File: src/rtl/sse_pkg.sv
// shared types, constants and helpers of the server-sent-events parser
`timescale 1ns / 1ps
package sse_pkg;

    localparam int LENGTH_BITS = 16;
    localparam logic [15:0] SIZE_LIMIT_RESET = 16'd4096;
    localparam int RQ_DEPTH = 4;

    localparam logic [1:0] OP_BYTE  = 2'd0;
    localparam logic [1:0] OP_CLEAR = 2'd1;
    localparam logic [1:0] OP_QUERY = 2'd2;

    localparam logic [1:0] KIND_PAYLOAD = 2'd0;
    localparam logic [1:0] KIND_END     = 2'd1;
    localparam logic [1:0] KIND_ERROR   = 2'd2;
    localparam logic [1:0] KIND_COUNT   = 2'd3;

    localparam logic [7:0] CHAR_LF    = 8'h0a;
    localparam logic [7:0] CHAR_CR    = 8'h0d;
    localparam logic [7:0] CHAR_SPACE = 8'h20;

    typedef struct packed {
        logic [1:0]  kind;
        logic [7:0]  payload_byte;
        logic        is_done_marker;
        logic [15:0] pending_count;
        logic        last_of_run;
    } t_res;

    // "data:" prefix
    function automatic logic [7:0] f_data_char(input logic [2:0] pos);
        logic [7:0] c;
        case (pos)
            3'd0:    c = 8'h64;
            3'd1:    c = 8'h61;
            3'd2:    c = 8'h74;
            3'd3:    c = 8'h61;
            3'd4:    c = 8'h3a;
            default: c = 8'h00;
        endcase
        return c;
    endfunction

    // "[DONE]" marker
    function automatic logic [7:0] f_done_char(input logic [2:0] pos);
        logic [7:0] c;
        case (pos)
            3'd0:    c = 8'h5b;
            3'd1:    c = 8'h44;
            3'd2:    c = 8'h4f;
            3'd3:    c = 8'h4e;
            3'd4:    c = 8'h45;
            3'd5:    c = 8'h5d;
            default: c = 8'h00;
        endcase
        return c;
    endfunction

endpackage

File: src/rtl/sse_in_if.sv
// input channel: opcode and stream byte with valid/ready
`timescale 1ns / 1ps
interface sse_in_if;
    logic       valid;
    logic       ready;
    logic [1:0] opcode;
    logic [7:0] in_byte;

    modport source (output valid, output opcode, output in_byte, input ready);
    modport sink   (input valid, input opcode, input in_byte, output ready);
endinterface

File: src/rtl/sse_out_if.sv
// output channel: parser results with valid/ready
`timescale 1ns / 1ps
interface sse_out_if;
    logic        valid;
    logic        ready;
    logic [1:0]  kind;
    logic [7:0]  payload_byte;
    logic        is_done_marker;
    logic [15:0] pending_count;
    logic        last_of_run;

    modport source (output valid, output kind, output payload_byte, output is_done_marker,
                    output pending_count, output last_of_run, input ready);
    modport sink   (input valid, input kind, input payload_byte, input is_done_marker,
                    input pending_count, input last_of_run, output ready);
endinterface

File: src/rtl/sse_core.sv
// parser state, size limit register and per-word result logic
`timescale 1ns / 1ps
module sse_core #(
    parameter int LENGTH_BITS = sse_pkg::LENGTH_BITS
) (
    input  logic          i_clk,
    input  logic          i_rst_n,
    input  logic          i_cfg_we,
    input  logic [15:0]   i_cfg_wdata,
    input  logic          i_accept,
    input  logic [1:0]    i_opcode,
    input  logic [7:0]    i_in_byte,
    output logic [1:0]    o_push_cnt,
    output sse_pkg::t_res o_res0,
    output sse_pkg::t_res o_res1
);

    localparam int CW = (LENGTH_BITS > 16) ? LENGTH_BITS : 16;
    localparam logic [CW-1:0] CAP = CW'((64'd1 << LENGTH_BITS) - 64'd1);

    typedef enum logic [1:0] {
        PH_START  = 2'd0,
        PH_PREFIX = 2'd1,
        PH_VALUE  = 2'd2,
        PH_IGNORE = 2'd3
    } t_phase;

    typedef struct packed {
        logic                   has_data;
        logic [LENGTH_BITS-1:0] len;
        logic [2:0]             match_pos;
        logic                   mismatch;
    } t_ev;

    typedef struct packed {
        t_ev           ev;
        sse_pkg::t_res res;
        logic          ok;
    } t_emit;

    logic [15:0]            r_limit;
    t_phase                 r_phase, n_phase;
    logic [2:0]             r_pos, n_pos;
    logic                   r_cr, n_cr;
    logic                   r_first, n_first;
    t_ev                    r_ev, n_ev;
    logic [LENGTH_BITS-1:0] r_line_len, n_line_len;

    logic [CW-1:0] lim;
    logic          line_full;
    t_emit         e1, e2;
    logic [1:0]    cnt;
    sse_pkg::t_res res0, res1;
    logic          go_on;

    function automatic t_emit f_emit(input t_ev ev, input logic [7:0] b,
                                     input logic [CW-1:0] lm);
        t_emit e;
        e = '0;
        if (CW'(ev.len) >= lm) begin
            e.res.kind = sse_pkg::KIND_ERROR;
            e.ev       = '0;
            e.ok       = 1'b0;
        end else begin
            e.ev             = ev;
            e.res.kind       = sse_pkg::KIND_PAYLOAD;
            e.res.payload_byte = b;
            e.ev.len         = ev.len + 1'b1;
            e.ok             = 1'b1;
            if (!ev.mismatch && ev.match_pos < 3'd6 && b == sse_pkg::f_done_char(ev.match_pos))
            begin
                e.ev.match_pos = ev.match_pos + 3'd1;
            end else begin
                e.ev.mismatch = 1'b1;
            end
        end
        return e;
    endfunction

    assign lim       = (CW'(r_limit) < CAP) ? CW'(r_limit) : CAP;
    assign line_full = CW'(r_line_len) >= lim;

    always_comb begin
        n_phase    = r_phase;
        n_pos      = r_pos;
        n_cr       = r_cr;
        n_first    = r_first;
        n_ev       = r_ev;
        n_line_len = r_line_len;
        res0       = '0;
        res1       = '0;
        cnt        = 2'd0;
        e1         = '0;
        e2         = '0;
        go_on      = 1'b1;
        if (i_accept) begin
            case (i_opcode)
                sse_pkg::OP_CLEAR: begin
                    n_phase    = PH_START;
                    n_pos      = '0;
                    n_cr       = 1'b0;
                    n_first    = 1'b0;
                    n_ev       = '0;
                    n_line_len = '0;
                end
                sse_pkg::OP_QUERY: begin
                    res0.kind          = sse_pkg::KIND_COUNT;
                    res0.pending_count = 16'(r_line_len);
                    cnt                = 2'd1;
                end
                sse_pkg::OP_BYTE: begin
                    if (line_full) begin
                        res0.kind = sse_pkg::KIND_ERROR;
                        cnt       = 2'd1;
                    end else if (i_in_byte == sse_pkg::CHAR_LF) begin
                        if (r_phase == PH_START && r_ev.has_data) begin
                            res0.kind = sse_pkg::KIND_END;
                            res0.is_done_marker = !r_ev.mismatch && r_ev.match_pos == 3'd6;
                            cnt       = 2'd1;
                            n_ev      = '0;
                        end
                        n_phase    = PH_START;
                        n_pos      = '0;
                        n_cr       = 1'b0;
                        n_first    = 1'b0;
                        n_line_len = '0;
                    end else begin
                        n_line_len = r_line_len + 1'b1;
                        case (r_phase)
                            PH_START: begin
                                if (r_cr) begin
                                    n_cr    = 1'b0;
                                    n_phase = PH_IGNORE;
                                end else if (i_in_byte == sse_pkg::CHAR_CR) begin
                                    n_cr = 1'b1;
                                end else if (i_in_byte == sse_pkg::f_data_char(3'd0)) begin
                                    n_phase = PH_PREFIX;
                                    n_pos   = 3'd1;
                                end else begin
                                    n_phase = PH_IGNORE;
                                end
                            end
                            PH_PREFIX: begin
                                if (r_pos < 3'd5 && i_in_byte == sse_pkg::f_data_char(r_pos))
                                begin
                                    n_pos = r_pos + 3'd1;
                                    if (r_pos == 3'd4) begin
                                        n_phase = PH_VALUE;
                                        n_first = 1'b1;
                                        if (r_ev.has_data) begin
                                            e1   = f_emit(r_ev, sse_pkg::CHAR_LF, lim);
                                            res0 = e1.res;
                                            cnt  = 2'd1;
                                            n_ev = e1.ev;
                                            if (!e1.ok) begin
                                                n_cr    = 1'b0;
                                                n_phase = PH_IGNORE;
                                            end else begin
                                                n_ev.has_data = 1'b1;
                                            end
                                        end else begin
                                            n_ev.has_data = 1'b1;
                                        end
                                    end
                                end else begin
                                    n_phase = PH_IGNORE;
                                end
                            end
                            PH_VALUE: begin
                                if (r_cr) begin
                                    n_cr = 1'b0;
                                    e1   = f_emit(r_ev, sse_pkg::CHAR_CR, lim);
                                    res0 = e1.res;
                                    cnt  = 2'd1;
                                    n_ev = e1.ev;
                                    if (!e1.ok) begin
                                        n_phase = PH_IGNORE;
                                        go_on   = 1'b0;
                                    end
                                end
                                if (go_on) begin
                                    n_first = 1'b0;
                                    if (i_in_byte == sse_pkg::CHAR_CR) begin
                                        n_cr = 1'b1;
                                    end else if (!(r_first && i_in_byte == sse_pkg::CHAR_SPACE))
                                    begin
                                        e2 = f_emit(n_ev, i_in_byte, lim);
                                        if (cnt == 2'd0) begin
                                            res0 = e2.res;
                                        end else begin
                                            res1 = e2.res;
                                        end
                                        cnt  = cnt + 2'd1;
                                        n_ev = e2.ev;
                                        if (!e2.ok) begin
                                            n_cr    = 1'b0;
                                            n_phase = PH_IGNORE;
                                        end
                                    end
                                end
                            end
                            default: begin
                            end
                        endcase
                    end
                end
                default: begin
                end
            endcase
        end
        if (cnt == 2'd2) begin
            res1.last_of_run = 1'b1;
        end else if (cnt == 2'd1) begin
            res0.last_of_run = 1'b1;
        end
    end

    assign o_push_cnt = cnt;
    assign o_res0     = res0;
    assign o_res1     = res1;

    always_ff @(posedge i_clk) begin
        if (!i_rst_n) begin
            r_limit    <= sse_pkg::SIZE_LIMIT_RESET;
            r_phase    <= PH_START;
            r_pos      <= '0;
            r_cr       <= 1'b0;
            r_first    <= 1'b0;
            r_ev       <= '0;
            r_line_len <= '0;
        end else begin
            if (i_cfg_we) begin
                r_limit <= i_cfg_wdata;
            end
            r_phase    <= n_phase;
            r_pos      <= n_pos;
            r_cr       <= n_cr;
            r_first    <= n_first;
            r_ev       <= n_ev;
            r_line_len <= n_line_len;
        end
    end

endmodule

File: src/rtl/sse_rq.sv
// small result queue taking up to two results a cycle and giving one
`timescale 1ns / 1ps
module sse_rq (
    input  logic          i_clk,
    input  logic          i_rst_n,
    input  logic [1:0]    i_push_cnt,
    input  sse_pkg::t_res i_res0,
    input  sse_pkg::t_res i_res1,
    input  logic          i_pop,
    output sse_pkg::t_res o_head,
    output logic          o_valid,
    output logic          o_room2
);

    localparam int AW = $clog2(sse_pkg::RQ_DEPTH);

    sse_pkg::t_res r_mem [sse_pkg::RQ_DEPTH];
    logic [AW-1:0] r_wp, r_rp;
    logic [AW:0]   r_cnt;
    logic          pop;

    assign o_valid = r_cnt != '0;
    assign o_room2 = r_cnt <= (AW+1)'(sse_pkg::RQ_DEPTH - 2);
    assign o_head  = r_mem[r_rp];
    assign pop     = i_pop && o_valid;

    always_ff @(posedge i_clk) begin
        if (i_push_cnt != 2'd0) begin
            r_mem[r_wp] <= i_res0;
        end
        if (i_push_cnt == 2'd2) begin
            r_mem[r_wp + AW'(1)] <= i_res1;
        end
    end

    always_ff @(posedge i_clk) begin
        if (!i_rst_n) begin
            r_wp  <= '0;
            r_rp  <= '0;
            r_cnt <= '0;
        end else begin
            r_wp  <= r_wp + AW'(i_push_cnt);
            r_rp  <= r_rp + AW'(pop);
            r_cnt <= r_cnt + (AW+1)'(i_push_cnt) - (AW+1)'(pop);
        end
    end

endmodule

File: src/rtl/sse_event_stream_parser.sv
// top level of the server-sent-events stream parser
`timescale 1ns / 1ps
// Takes one input word per clock while input ready is high: a stream byte, a
// clear, or a pending-count query. Each accepted word is parsed in the cycle
// it is accepted and its results (none, one or two) are written into a
// four-entry result queue that drives the output channel, so results appear
// in the cycle after the word at the earliest and one result leaves per cycle
// while the output is ready. Input ready is high while the queue has room for
// two results; a byte that flushes a held CR before its own data gives two
// results. The size limit register may only be written while the parser is idle.
module sse_event_stream_parser #(
    parameter int LENGTH_BITS = sse_pkg::LENGTH_BITS
) (
    input  logic        i_clk,
    input  logic        i_rst_n,
    input  logic        i_cfg_we,
    input  logic [15:0] i_cfg_wdata,
    sse_in_if.sink      i_in,
    sse_out_if.source   o_out
);

    logic          accept;
    logic [1:0]    push_cnt;
    sse_pkg::t_res res0, res1, head;
    logic          room2;
    logic          out_valid;

    assign i_in.ready = room2;
    assign accept     = i_in.valid && room2;

    sse_core #(
        .LENGTH_BITS(LENGTH_BITS)
    ) u_core (
        .i_clk      (i_clk),
        .i_rst_n    (i_rst_n),
        .i_cfg_we   (i_cfg_we),
        .i_cfg_wdata(i_cfg_wdata),
        .i_accept   (accept),
        .i_opcode   (i_in.opcode),
        .i_in_byte  (i_in.in_byte),
        .o_push_cnt (push_cnt),
        .o_res0     (res0),
        .o_res1     (res1)
    );

    sse_rq u_rq (
        .i_clk     (i_clk),
        .i_rst_n   (i_rst_n),
        .i_push_cnt(push_cnt),
        .i_res0    (res0),
        .i_res1    (res1),
        .i_pop     (o_out.ready),
        .o_head    (head),
        .o_valid   (out_valid),
        .o_room2   (room2)
    );

    assign o_out.valid          = out_valid;
    assign o_out.kind           = head.kind;
    assign o_out.payload_byte   = head.payload_byte;
    assign o_out.is_done_marker = head.is_done_marker;
    assign o_out.pending_count  = head.pending_count;
    assign o_out.last_of_run    = head.last_of_run;

endmodule

File: src/flat_wrapper.sv
// flat-port wrapper written by rule: the top's interface ports become plain ports
module sse_event_stream_parser_flat 
#(
    parameter int LENGTH_BITS = sse_pkg::LENGTH_BITS
)
  (i_clk, i_rst_n, i_cfg_we, i_cfg_wdata, i_in_valid, i_in_opcode, i_in_in_byte, i_in_ready, o_out_valid, o_out_kind, o_out_payload_byte, o_out_is_done_marker, o_out_pending_count, o_out_last_of_run, o_out_ready);
  sse_in_if i_in_i ();
  sse_out_if o_out_i ();
  input  logic i_clk;
  input  logic i_rst_n;
  input  logic i_cfg_we;
  input  logic [15:0] i_cfg_wdata;
  input wire logic [$bits(i_in_i.valid)-1:0] i_in_valid;
  input wire logic [$bits(i_in_i.opcode)-1:0] i_in_opcode;
  input wire logic [$bits(i_in_i.in_byte)-1:0] i_in_in_byte;
  output wire logic [$bits(i_in_i.ready)-1:0] i_in_ready;
  output wire logic [$bits(o_out_i.valid)-1:0] o_out_valid;
  output wire logic [$bits(o_out_i.kind)-1:0] o_out_kind;
  output wire logic [$bits(o_out_i.payload_byte)-1:0] o_out_payload_byte;
  output wire logic [$bits(o_out_i.is_done_marker)-1:0] o_out_is_done_marker;
  output wire logic [$bits(o_out_i.pending_count)-1:0] o_out_pending_count;
  output wire logic [$bits(o_out_i.last_of_run)-1:0] o_out_last_of_run;
  input wire logic [$bits(o_out_i.ready)-1:0] o_out_ready;
  assign i_in_i.valid = i_in_valid;
  assign i_in_i.opcode = i_in_opcode;
  assign i_in_i.in_byte = i_in_in_byte;
  assign i_in_ready = i_in_i.ready;
  assign o_out_valid = o_out_i.valid;
  assign o_out_kind = o_out_i.kind;
  assign o_out_payload_byte = o_out_i.payload_byte;
  assign o_out_is_done_marker = o_out_i.is_done_marker;
  assign o_out_pending_count = o_out_i.pending_count;
  assign o_out_last_of_run = o_out_i.last_of_run;
  assign o_out_i.ready = o_out_ready;
  sse_event_stream_parser #(.LENGTH_BITS(LENGTH_BITS)) u_core (.i_clk(i_clk), .i_rst_n(i_rst_n), .i_cfg_we(i_cfg_we), .i_cfg_wdata(i_cfg_wdata), .i_in(i_in_i), .o_out(o_out_i));
endmodule
File: config.mk
export PLATFORM = sky130hd
export DESIGN_NAME = sse_event_stream_parser_flat
export DESIGN_NICKNAME = d
export VERILOG_FILES = /design/src/rtl/sse_pkg.sv /design/src/rtl/sse_in_if.sv /design/src/rtl/sse_out_if.sv /design/src/rtl/sse_core.sv /design/src/rtl/sse_rq.sv /design/src/rtl/sse_event_stream_parser.sv /design/src/flat_wrapper.sv
export SDC_FILE = /design/constraint.sdc
export NUM_CORES = 1
export LEC_CHECK = 0
export BUFFER_PORTS_ARGS = -buffer_cell sky130_fd_sc_hd__buf_4
export CAP_MARGIN = 40
export CORE_MARGIN = 2
export CORE_UTILIZATION = 58
export DETAILED_ROUTE_END_ITERATION = 10
export PLACE_DENSITY = 0.76
export RECOVER_POWER = 25
export SLEW_MARGIN = 20
export SYNTH_ARGS = -nofsm -noshare
export SYNTH_HDL_FRONTEND = slang
export SYNTH_SLANG_ARGS = --single-unit
File: constraint.sdc
create_clock -name i_clk -period 12.1 [get_ports i_clk]
set_clock_uncertainty 0.15 [all_clocks]
set_input_delay 1.815 -clock i_clk [delete_from_list [all_inputs] [get_ports i_clk]]
set_output_delay 1.815 -clock i_clk [all_outputs]
set_load 0.01 [all_outputs]
==> flow_summary.toml, run 1 <==
[route]
vias = 10100
drc = 0
routedWlPerCell_um = 20.5
antenna_left = 0
finalWirelength_um = 32100
post_drt_via_cell_ratio = 6.49
drt_iter0_markers = 1108
drt-pass1-iter-count = 5

[final_layout]
layout.nets = 1382
area_growth_pct = 9.03
fin_cells = 1561
antenna_cells = 0
drive_above_1_share_pct = 11.2

[yosys]
ys_types = 95
yosysSeqAreaShare_pct = 34.7
syn_area_per_cell_um2 = 9.07
postSynthCellCount = 1267
async_flop_share_pct = 0
synth-seq-cells = 179
syn-cell-area_um2 = 11500
synth_edf_count = 40
synth_ff_type = "dfxtp_1"
synth_nets = 1366
yosys_warnings = 0

[floorplanning]
fp.dieH_um = 145
core_area_um2 = 19500
die_w_um = 145
dieArea_um2 = 21000
start_util_pct = 59.1
io_pins = 61
num_rows = 51

[clock_network]
clockRootBuffer = "clkbuf_16"
cts_made_buffers = 17
post_cts_resized = 0
holdBufCountCts = 0
ctsHtreeMaxLevel = 4
path_clk_slew_ns = 0.08
insertion_delay_ns = 0.45
clk_path_buf_depth = 2
cts_tree = "built"
post-cts-setup-buffers = 0
cts_sinks = 179

[place]
post-place-ws_ns = 5.80
placed_cells = 1526
hpwl_um = 22700
gp_congestion = 0.951
io_buffers = 60

[grt]
use_met2_pct = 50.4
grt_pass1_vias = 9606
grt_pass1_wl_um = 51300
grtUsageTotal_pct = 31.4
grt_util_met3_pct = 6.58
grt_max_degree = 40
grt.busiest_layer = "met2"
antenna_found_initial = 0
grt_use_met1_pct = 42.2
grt_overflow = 0

[worst_setup_path]
r2r_start = "u_core.u_core.r_ev[9]"
path_common_cell = "a21o_1"
path_class = "flop to flop"
cp-startpoint = "u_core.u_core.r_ev[9]"
crit_chain = "ha_1, a21o_1, a21o_1, a221o_1, o21a_1, nor2_2, nand2_1, nor2_1, a21o_1, inv_1, ha_1, nand2b_1, a221oi_1, o31ai_1, a2111oi_0, o21ai_1, buf_4, nor3_1, nand2b_1, o22ai_1, and2_1"
crit_path_end_kind = "flop"
cpMaxStageDelayCell = "a2111oi_0"
cp.required_ns = 12.27
critPathMaxFanout = 21
cpPeakStageDelay_ns = 0.54
cp_top_family = "compound AO/OA/AOI/OAI gates"
crit_buf_inv = 2
start_kind = "flop"
crit_arrival_ns = 6.47

[timing]
rsz0062_at_grt = "false"
period_share_pct = 52.1
fin_crit_ns = 6.31
fin_tns_setup_ns = 0
setup_ws_ns = 5.79
maxSlewHeadroom_pct = -50.4
slew_viol_final = 40
hold_viol = 0
clock.fmax_mhz = 159
finalSetupViolations = 0
worst_pin_slew_ns = 2.26

[pwr]
p_per_area_nw_per_um2 = 121
ir_worst_vdd_mv = 0.0945
total_leakage_power_nw = 4.98

[outcome]
violations = "max-capacitance violations, max-slew violations"
status = "finished with violations"

[min_path]
hold_path.class = "flop to flop"
min_from = "u_core.u_rq.r_mem[2][13]"

[flow_run]
cap_violations = 1
[per-stage QoR]
| stage | util (%) | hold WS [ns] | instance area, um^2 | power, mW |
|---|---|---|---|---|
| 6_report | 64.4 | 0.329 | 12500 | 1.52 |
| 5_1_grt | 64.4 | 0.346 | 12500 | 1.57 |
| 3_3_place_gp | 61.5 | 0.306 | 12000 | 0.955 |
| 3_5_place_dp | 61.8 | 0.311 | 12000 | 0.970 |
| 4_1_cts | 64.9 | 0.332 | 12600 | 1.53 |
| 2_1_floorplan | - | 0.293 | 11500 | 0.868 |
[where the power goes]
part | internal, mW | switching [mW]
sequential | 0.627 | 0.0257
combinational | 0.123 | 0.171
clock | 0.281 | 0.288
[layout make-up]
type	count	area [um^2]
inverters	78	293
clock inverters	15	181
clock buffers	17	425
multi-input cells	929	6800
fillers	1650	6930
well taps	265	332
flip-flops and latches	179	3990
repair buffers	78	519
[registers in the layout, summed over array words and instances, names as in the netlist]
name	cells
u_core.u_core.r_cr	1
u_core.u_core.r_ev	21
u_core.u_core.r_first	1
u_core.u_core.r_limit	16
u_core.u_core.r_line_len	16
u_core.u_core.r_phase	2
u_core.u_core.r_pos	3
u_core.u_rq.r_cnt	3
u_core.u_rq.r_mem	112
u_core.u_rq.r_rp	2
u_core.u_rq.r_wp	2
[worst register-to-register path, cell delays in order (launching register included)]
cell       delay [ns]
dfxtp_1          0.51
ha_1             0.31
a21o_1           0.17
a21o_1           0.18
a221o_1          0.39
o21a_1           0.48
nor2_2           0.50
nand2_1          0.25
nor2_1           0.15
a21o_1           0.12
inv_1            0.04
ha_1             0.25
nand2b_1         0.15
a221oi_1         0.35
o31ai_1          0.13
a2111oi_0        0.54
o21ai_1          0.13
buf_4            0.21
nor3_1           0.37
nand2b_1         0.27
o22ai_1          0.34
and2_1           0.19
[cell usage after synthesis, types with 5 or more instances]
cell / n / area (um^2)
o21ai_1: 11 / 55.1
buf_2: 23 / 115
nand2b_1: 9 / 56.3
a32o_1: 10 / 100
nor4_1: 6 / 37.5
nand2_1: 103 / 387
nand3_1: 38 / 190
and4_1: 5 / 43.8
dfxtp_1: 139 / 2780
a211oi_1: 5 / 37.5
and2_1: 35 / 219
nor3b_1: 6 / 45.0
xor2_1: 12 / 105
o2bb2ai_1: 9 / 78.8
buf_6: 7 / 78.8
a21o_1: 9 / 67.6
o32a_1: 5 / 50.1
a21oi_1: 50 / 250
a22oi_1: 6 / 45.0
a31oi_1: 10 / 62.6
o22ai_1: 19 / 119
nor3_1: 30 / 150
o21ai_0: 34 / 170
or3_1: 6 / 37.5
nor2b_1: 13 / 81.3
mux2i_1: 37 / 370
clkbuf_1: 47 / 176
inv_1: 76 / 285
o2111ai_1: 5 / 43.8
a22o_1: 61 / 534
xnor2_1: 21 / 184
and3_1: 21 / 131
o211ai_1: 8 / 60.1
o21a_1: 9 / 67.6
ha_1: 67 / 838
nand4_1: 25 / 156
edfxtp_1: 40 / 1200
mux4_2: 28 / 631
o31ai_1: 12 / 90.1
nor2_1: 115 / 432
[worst paths after layout]
| check | to | slack (ns) | cells after the start |
|---|---|---|---|
| worst max-delay path | u_core.u_rq.r_mem[0][25] | 5.79 | 21 |
| worst min-delay path | u_core.u_rq.r_mem[2][13] | 0.33 | 1 |
| worst max register to register | u_core.u_rq.r_mem[0][25] | 5.79 | 21 |
| worst min register to register | u_core.u_rq.r_mem[2][13] | 0.33 | 1 |
[routing by layer]
metal	share of wire (%)	vias to the layer above
li1	-	4729
met1	43	4749
met2	46	562
met3	8.8	91
met4	3.0	0
met5	0	-
[kinds of logic after synthesis]
group	Yosys count	synth area share, %
AOI/OAI and AO/OA	311	20.3
xor gates and xnor gates	33	2.51
adders and majority gates	70	7.65
buffers and inverters	159	5.91
DFF	179	34.7
muxes	68	9.00
and+or+nand+nor	447	20.0
[cell usage in the layout (no fill, tap or decap), drive strengths merged, types with 25 or more instances in the layout]
master	instances
dfxtp	139
nor2	117
nand2	104
inv	85
ha	67
a22o	61
a21oi	51
buf	51
o21ai	47
clkbuf	44
nand3	42
edfxtp	40
mux2i	37
and2	35
nor3	31
mux4	28
nand4	25
Note: power is estimated with default switching activity, not from simulation.
==> run 2: changes to the inputs <==
--- a/config.mk
+++ b/config.mk
@@ -8,9 +8,9 @@
 export BUFFER_PORTS_ARGS = -buffer_cell sky130_fd_sc_hd__buf_4
 export CAP_MARGIN = 40
 export CORE_MARGIN = 2
-export CORE_UTILIZATION = 58
+export CORE_UTILIZATION = 56
 export DETAILED_ROUTE_END_ITERATION = 10
-export PLACE_DENSITY = 0.76
+export PLACE_DENSITY = 0.77
 export RECOVER_POWER = 25
 export SLEW_MARGIN = 20
 export SYNTH_ARGS = -nofsm -noshare
==> constraint.sdc (replaced) <==
create_clock -name i_clk -period 5.3 [get_ports i_clk]
set_clock_uncertainty 0.15 [all_clocks]
set_input_delay 0.795 -clock i_clk [delete_from_list [all_inputs] [get_ports i_clk]]
set_output_delay 0.795 -clock i_clk [all_outputs]
set_load 0.01 [all_outputs]
==> run 2 against run 1 <==
Compared with the run above:
- the flow still finishes with violations (max-capacitance violations, max-slew violations)
- worst hold slack worse by 0.0014 ns
- largest cell class unchanged
- global-route usage fell by 1.6 points
- worst setup slack worse by 5.6 ns
- utilization shrank 0.55 points
- combinational power is 130% higher
- total power increased by 130%
- clock power grew 130%
- sequential cell count is the same
- sequential share of layout area fell by 0.86 points
- largest power group unchanged
==> flow_summary.toml, run 2 (same netlist as run 1, synthesis figures left out) <==
[worst_setup_path]
crit_chain = "inv_1, ha_1, a21o_1, a21o_1, a221o_1, o21a_2, nor2_4, nand2_1, nor2_1, a21o_1, inv_1, ha_1, nand2b_1, a221oi_1, o31ai_1, a2111oi_2, o21ai_1, buf_4, buf_4, a21oi_2, and2_1, or4b_1, nand3_1"
crit_path_end_kind = "flop"
path_common_cell = "a21o_1"
start_kind = "flop"
critPathMaxFanout = 5
crit_arrival_ns = 5.30
cpPeakStageDelay_ns = 0.45
cp.required_ns = 5.54
cpMaxStageDelayCell = "or4b_1"
path_class = "flop to flop"

[grt]
antenna_found_initial = 0
grt_pass1_vias = 9839
grt_max_degree = 40
grt_pass1_wl_um = 51900
grtUsageTotal_pct = 29.8
grt_overflow = 0

[pwr]
p_per_area_nw_per_um2 = 271
internal_power_mw = 2.37
power_frac_seq_pct = 42.5
p_sw_share_pct = 32.2
total_leakage_power_nw = 5.15
p_switching_mw = 1.12
ir_worst_vdd_mv = 0.204
power.total_mw = 3.49
clockPowerShare_pct = 37.9
p_comb_share_pct = 19.6

[floorplanning]
dieArea_um2 = 21700
start_util_pct = 57.0
io_pins = 61
core_area_um2 = 20200
num_rows = 52
die_w_um = 147
fp.dieH_um = 147

[clock_network]
cts_tree = "built"
cts_sinks = 179
clk_path_buf_depth = 2
ctsHtreeMaxLevel = 4
path_clk_slew_ns = 0.08
clockRootBuffer = "clkbuf_16"
cts_made_buffers = 17
holdBufCountCts = 0
insertion_delay_ns = 0.45

[timing]
worst_pin_slew_ns = 2.24
fin_crit_ns = 5.06
hold_viol = 0
finalSetupViolations = 0
timing.hold.ws_ns = 0.327
fin_tns_setup_ns = 0
period_share_pct = 95.5
clock.fmax_mhz = 198
setup_ws_ns = 0.239
slew_viol_final = 40
maxSlewHeadroom_pct = -49.0

[final_layout]
layout_commonest_cell = "dfxtp_1"
drive_above_1_share_pct = 14.1
fin_cells = 1598
layout.nets = 1414
area_growth_pct = 12.0
post-route-util_pct = 63.9
largest_reg_flops = 112
top_register = "u_core.u_rq.r_mem"
stdcell_area_um2 = 12900
largest_registers = "u_core.u_rq.r_mem: 112 flops, u_core.u_core.r_ev: 21 flops"
antenna_cells = 0
final_cell_mix = "dfxtp_1, nor2_1, nand2_1"

[route]
finalWirelength_um = 32000
drt-pass1-iter-count = 6
drc = 0
antenna_left = 0
post_drt_via_cell_ratio = 6.50
vias = 10400
routedWlPerCell_um = 20.1
drt_iter0_markers = 1162

[place]
place_area_um2 = 12300
io_buffers = 60
placed_cells = 1560
post-place-ws_ns = -0.198
gp_congestion = 0.918
hpwl_um = 22900

[flow_run]
cap_violations = 1

[outcome]
violations = "max-capacitance violations, max-slew violations"
status = "finished with violations"

[min_path]
hold_path.class = "flop to flop"
==> run 2: path summary, 6_finish.rpt <==
check	slack, ns	cells after the start	to	start
worst max-delay path	0.24	23	u_core.u_core.r_ev[1]	u_core.u_core.r_limit[5]
worst min-delay path	0.33	1	u_core.u_rq.r_mem[1][10]	u_core.u_rq.r_mem[1][10]
worst max register to register	0.24	23	u_core.u_core.r_ev[1]	u_core.u_core.r_limit[5]
worst min register to register	0.33	1	u_core.u_rq.r_mem[1][10]	u_core.u_rq.r_mem[1][10]
==> run 2: cell type report <==
| class | instances | area (um^2) |
|---|---|---|
| Fill cell | 1688 | 7290 |
| Multi-Input combinational cell | 929 | 6920 |
| Sequential cell | 179 | 3980 |
| Timing Repair Buffer | 110 | 722 |
| Inverter | 78 | 293 |
| Clock inverter | 15 | 201 |
| Tap cell | 270 | 338 |
| Clock buffer | 17 | 425 |
==> run 2: worst max-delay path: cells and delay by family (launching register included) <==
| kind | cells | cell delay [ns] |
|---|---|---|
| AOI/OAI and AO/OA | 10 | 2.20 |
| and+or+nand+nor | 7 | 1.30 |
| adders and majority gates | 2 | 0.55 |
| buffers and inverters | 4 | 0.46 |
| DFF | 1 | 0.33 |
==> run 2: metal layers <==
layer	routed length, um	part of all wire [%]	up-vias	GRT usage, %
li1	-	-	4803	-
met1	13500	42	4946	41.1
met2	14700	46	540	47.0
met3	2750	8.6	92	4.81
met4	1090	3.4	0	12.4
met5	0	0	-	0
==> run 2: timing repair <==
action	in CTS	in global routing
endpoints found under the setup margin	38	59
pin swaps	0	1
gates cloned	0	0
setup buffers	2	4
gates resized for setup	3	13
==> run 2: power groups by stage <==
stage               clock network (mW)  logic, mW  registers [mW]
global route                      1.38      0.745            1.49
global placement                     0      0.636            1.55
CTS                               1.33      0.710            1.48
finish                            1.32      0.685            1.48
floorplan                            0      0.498            1.48
detailed placement                   0      0.706            1.51
==> run 3: changes to the inputs <==
--- a/config.mk
+++ b/config.mk
@@ -5,12 +5,13 @@
 export SDC_FILE = /design/constraint.sdc
 export NUM_CORES = 1
 export LEC_CHECK = 0
+export ABC_CLOCK_PERIOD_IN_PS = 5300
 export BUFFER_PORTS_ARGS = -buffer_cell sky130_fd_sc_hd__buf_4
 export CAP_MARGIN = 40
 export CORE_MARGIN = 2
-export CORE_UTILIZATION = 56
+export CORE_UTILIZATION = 55
 export DETAILED_ROUTE_END_ITERATION = 10
-export PLACE_DENSITY = 0.77
+export PLACE_DENSITY = 0.76
 export RECOVER_POWER = 25
 export SLEW_MARGIN = 20
 export SYNTH_ARGS = -nofsm -noshare
==> run 3 against run 2 <==
Compared with the run above:
- the flow still finishes with violations (max-capacitance violations, max-slew violations)
- final cell count shrank 0.19%
- clock power shrank 5%
- wire length shrank 0.14%
- total power shrank 2.0%
- first-iteration DRC count shrank 8.5%
- sequential share of layout area grew 0.22 points
- non-clock buffer count shrank 2
- worst hold slack gained 0.0029 ns
- via count shrank 1.1%
==> flow_summary.toml, run 3 (same netlist as run 1, synthesis figures left out) <==
[min_path]
worstHoldPathCells = 1
hold_path.class = "flop to flop"

[grt]
grt_util_met3_pct = 3.77
grt_max_degree = 40
grt_overflow = 0
grt.busiest_layer = "met2"
antenna_found_initial = 0
grt_pass1_vias = 9548
grtUsageTotal_pct = 28.8
use_met2_pct = 47.1
grt_use_met1_pct = 39.7
grt_pass1_wl_um = 50800

[clock_network]
cts_made_buffers = 17
insertion_delay_ns = 0.43
path_clk_slew_ns = 0.07
clk_path_buf_depth = 2
ctsHtreeMaxLevel = 4
cts_sinks = 179
clockRootBuffer = "clkbuf_16"
cts_tree = "built"

[final_layout]
drive_above_1_share_pct = 13.7
final_cell_mix = "dfxtp_1, nor2_1, nand2_1"
antenna_cells = 0
layout.nets = 1412
layout_commonest_cell = "dfxtp_1"
largest_reg_flops = 112
fin_cells = 1595
post-route-util_pct = 62.8
area_growth_pct = 11.3
top_register = "u_core.u_rq.r_mem"
largest_registers = "u_core.u_rq.r_mem: 112 flops, u_core.u_core.r_ev: 21 flops"
stdcell_area_um2 = 12800

[timing]
finalSetupViolations = 0
hold_viol = 0
worst_pin_slew_ns = 2.10
setup_ws_ns = 0.192
slew_viol_final = 69
fin_crit_ns = 5.11
timing.hold.ws_ns = 0.330
maxSlewHeadroom_pct = -39.9
clock.fmax_mhz = 196
period_share_pct = 96.4

[place]
hpwl_um = 23000
place_area_um2 = 12200
gp_congestion = 1.00
post-place-ws_ns = -0.0466
placed_cells = 1560
io_buffers = 60

[pwr]
p_per_area_nw_per_um2 = 267
total_leakage_power_nw = 5.11
ir_worst_vdd_mv = 0.198

[route]
post_drt_via_cell_ratio = 6.44
drt-pass1-iter-count = 6
finalWirelength_um = 32000
vias = 10300
antenna_left = 0
drc = 0
drt_iter0_markers = 1063
routedWlPerCell_um = 20.1

[worst_setup_path]
critPathMaxFanout = 8
start_kind = "flop"
crit_arrival_ns = 5.27
cp.required_ns = 5.46
path_class = "flop to flop"
reg2reg_depth = 19
crit_path_end_kind = "flop"

[floorplanning]
num_rows = 52
fp.dieH_um = 149
core_area_um2 = 20400
die_w_um = 149
start_util_pct = 56.5
dieArea_um2 = 22100
io_pins = 61

[outcome]
status = "finished with violations"
violations = "max-capacitance violations, max-slew violations"

[flow_run]
cap_violations = 2
run 3: cell types whose count changed in the layout (fill, tap and decap cells not counted), moves of 2 or more:
| cell | before | now |
|---|---|---|
| inv_12 | 4 | 0 |
| clkbuf_1 | 31 | 34 |
| inv_6 | 1 | 3 |
| inv_8 | 2 | 4 |
| buf_4 | 78 | 72 |
| clkinv_8 | 5 | 3 |
| clkbuf_8 | 0 | 2 |
run 3: repair_timing:
item,CTS,global route
cloned,0,0
resized for setup,2,11
endpoints found under the setup margin,25,59
pin swaps,0,4
setup buffers,1,2
hold buffers,0,0
run 3: per-layer routing:
layer	routed length, um	share of wire (%)	vias to the layer above
met1	13600	42	4918
li1	-	-	4789
met3	2450	7.7	72
met5	0	0	-
met4	820	2.6	0
met2	15200	47	490
run 3: per-stage QoR:
stage,total power [mW],TNS [ns]
after floorplan,1.98,0
after global placement,2.18,0
after detailed placement,2.21,-0.116
after CTS,3.46,-0.111
after global routing,3.55,-0.121
final,3.42,0
run 3: critical path: stages, from the launching register on:
cell and delay, ns:
dfxtp_1 0.51, ha_1 0.32, a211oi_1 0.22, o211ai_1 0.17, a221o_1 0.45, o31ai_1 0.31
a22oi_1 0.17, inv_1 0.09, ha_1 0.26, a41o_1 0.28, a221oi_2 0.30, o31ai_1 0.14
a2111oi_2 0.35, o21ai_1 0.12, buf_4 0.18, buf_4 0.16, nor2_1 0.14, nand2_1 0.16
o22ai_1 0.32, and2_1 0.17
run 3: final timing paths:
path	startpoint	to	slack (ns)
max reg2reg	u_core.u_core.r_ev[17]	u_core.u_rq.r_mem[0][24]	0.19
min reg2reg	u_core.u_rq.r_mem[2][5]	u_core.u_rq.r_mem[2][5]	0.33
min	u_core.u_rq.r_mem[2][5]	u_core.u_rq.r_mem[2][5]	0.33
max	u_core.u_core.r_ev[17]	u_core.u_rq.r_mem[0][24]	0.19
run 3: area by class of cell:
cell class                      count  area (um^2)
Timing Repair Buffer              108          693
Inverter                           78          293
Fill cell                        1723         7570
Clock buffer                       19          453
Tap cell                          270          338
Sequential cell                   179         3990
Multi-Input combinational cell    929         6890
Clock inverter                     12          136
run 3: power by group:
part	switching (mW)	leakage [nW]	internal, mW	total, mW
logic	0.405	3.31	0.279	0.683
registers	0.0453	1.51	1.43	1.48
clock network	0.607	0.287	0.653	1.26
total	1.06	5.11	2.36	3.42
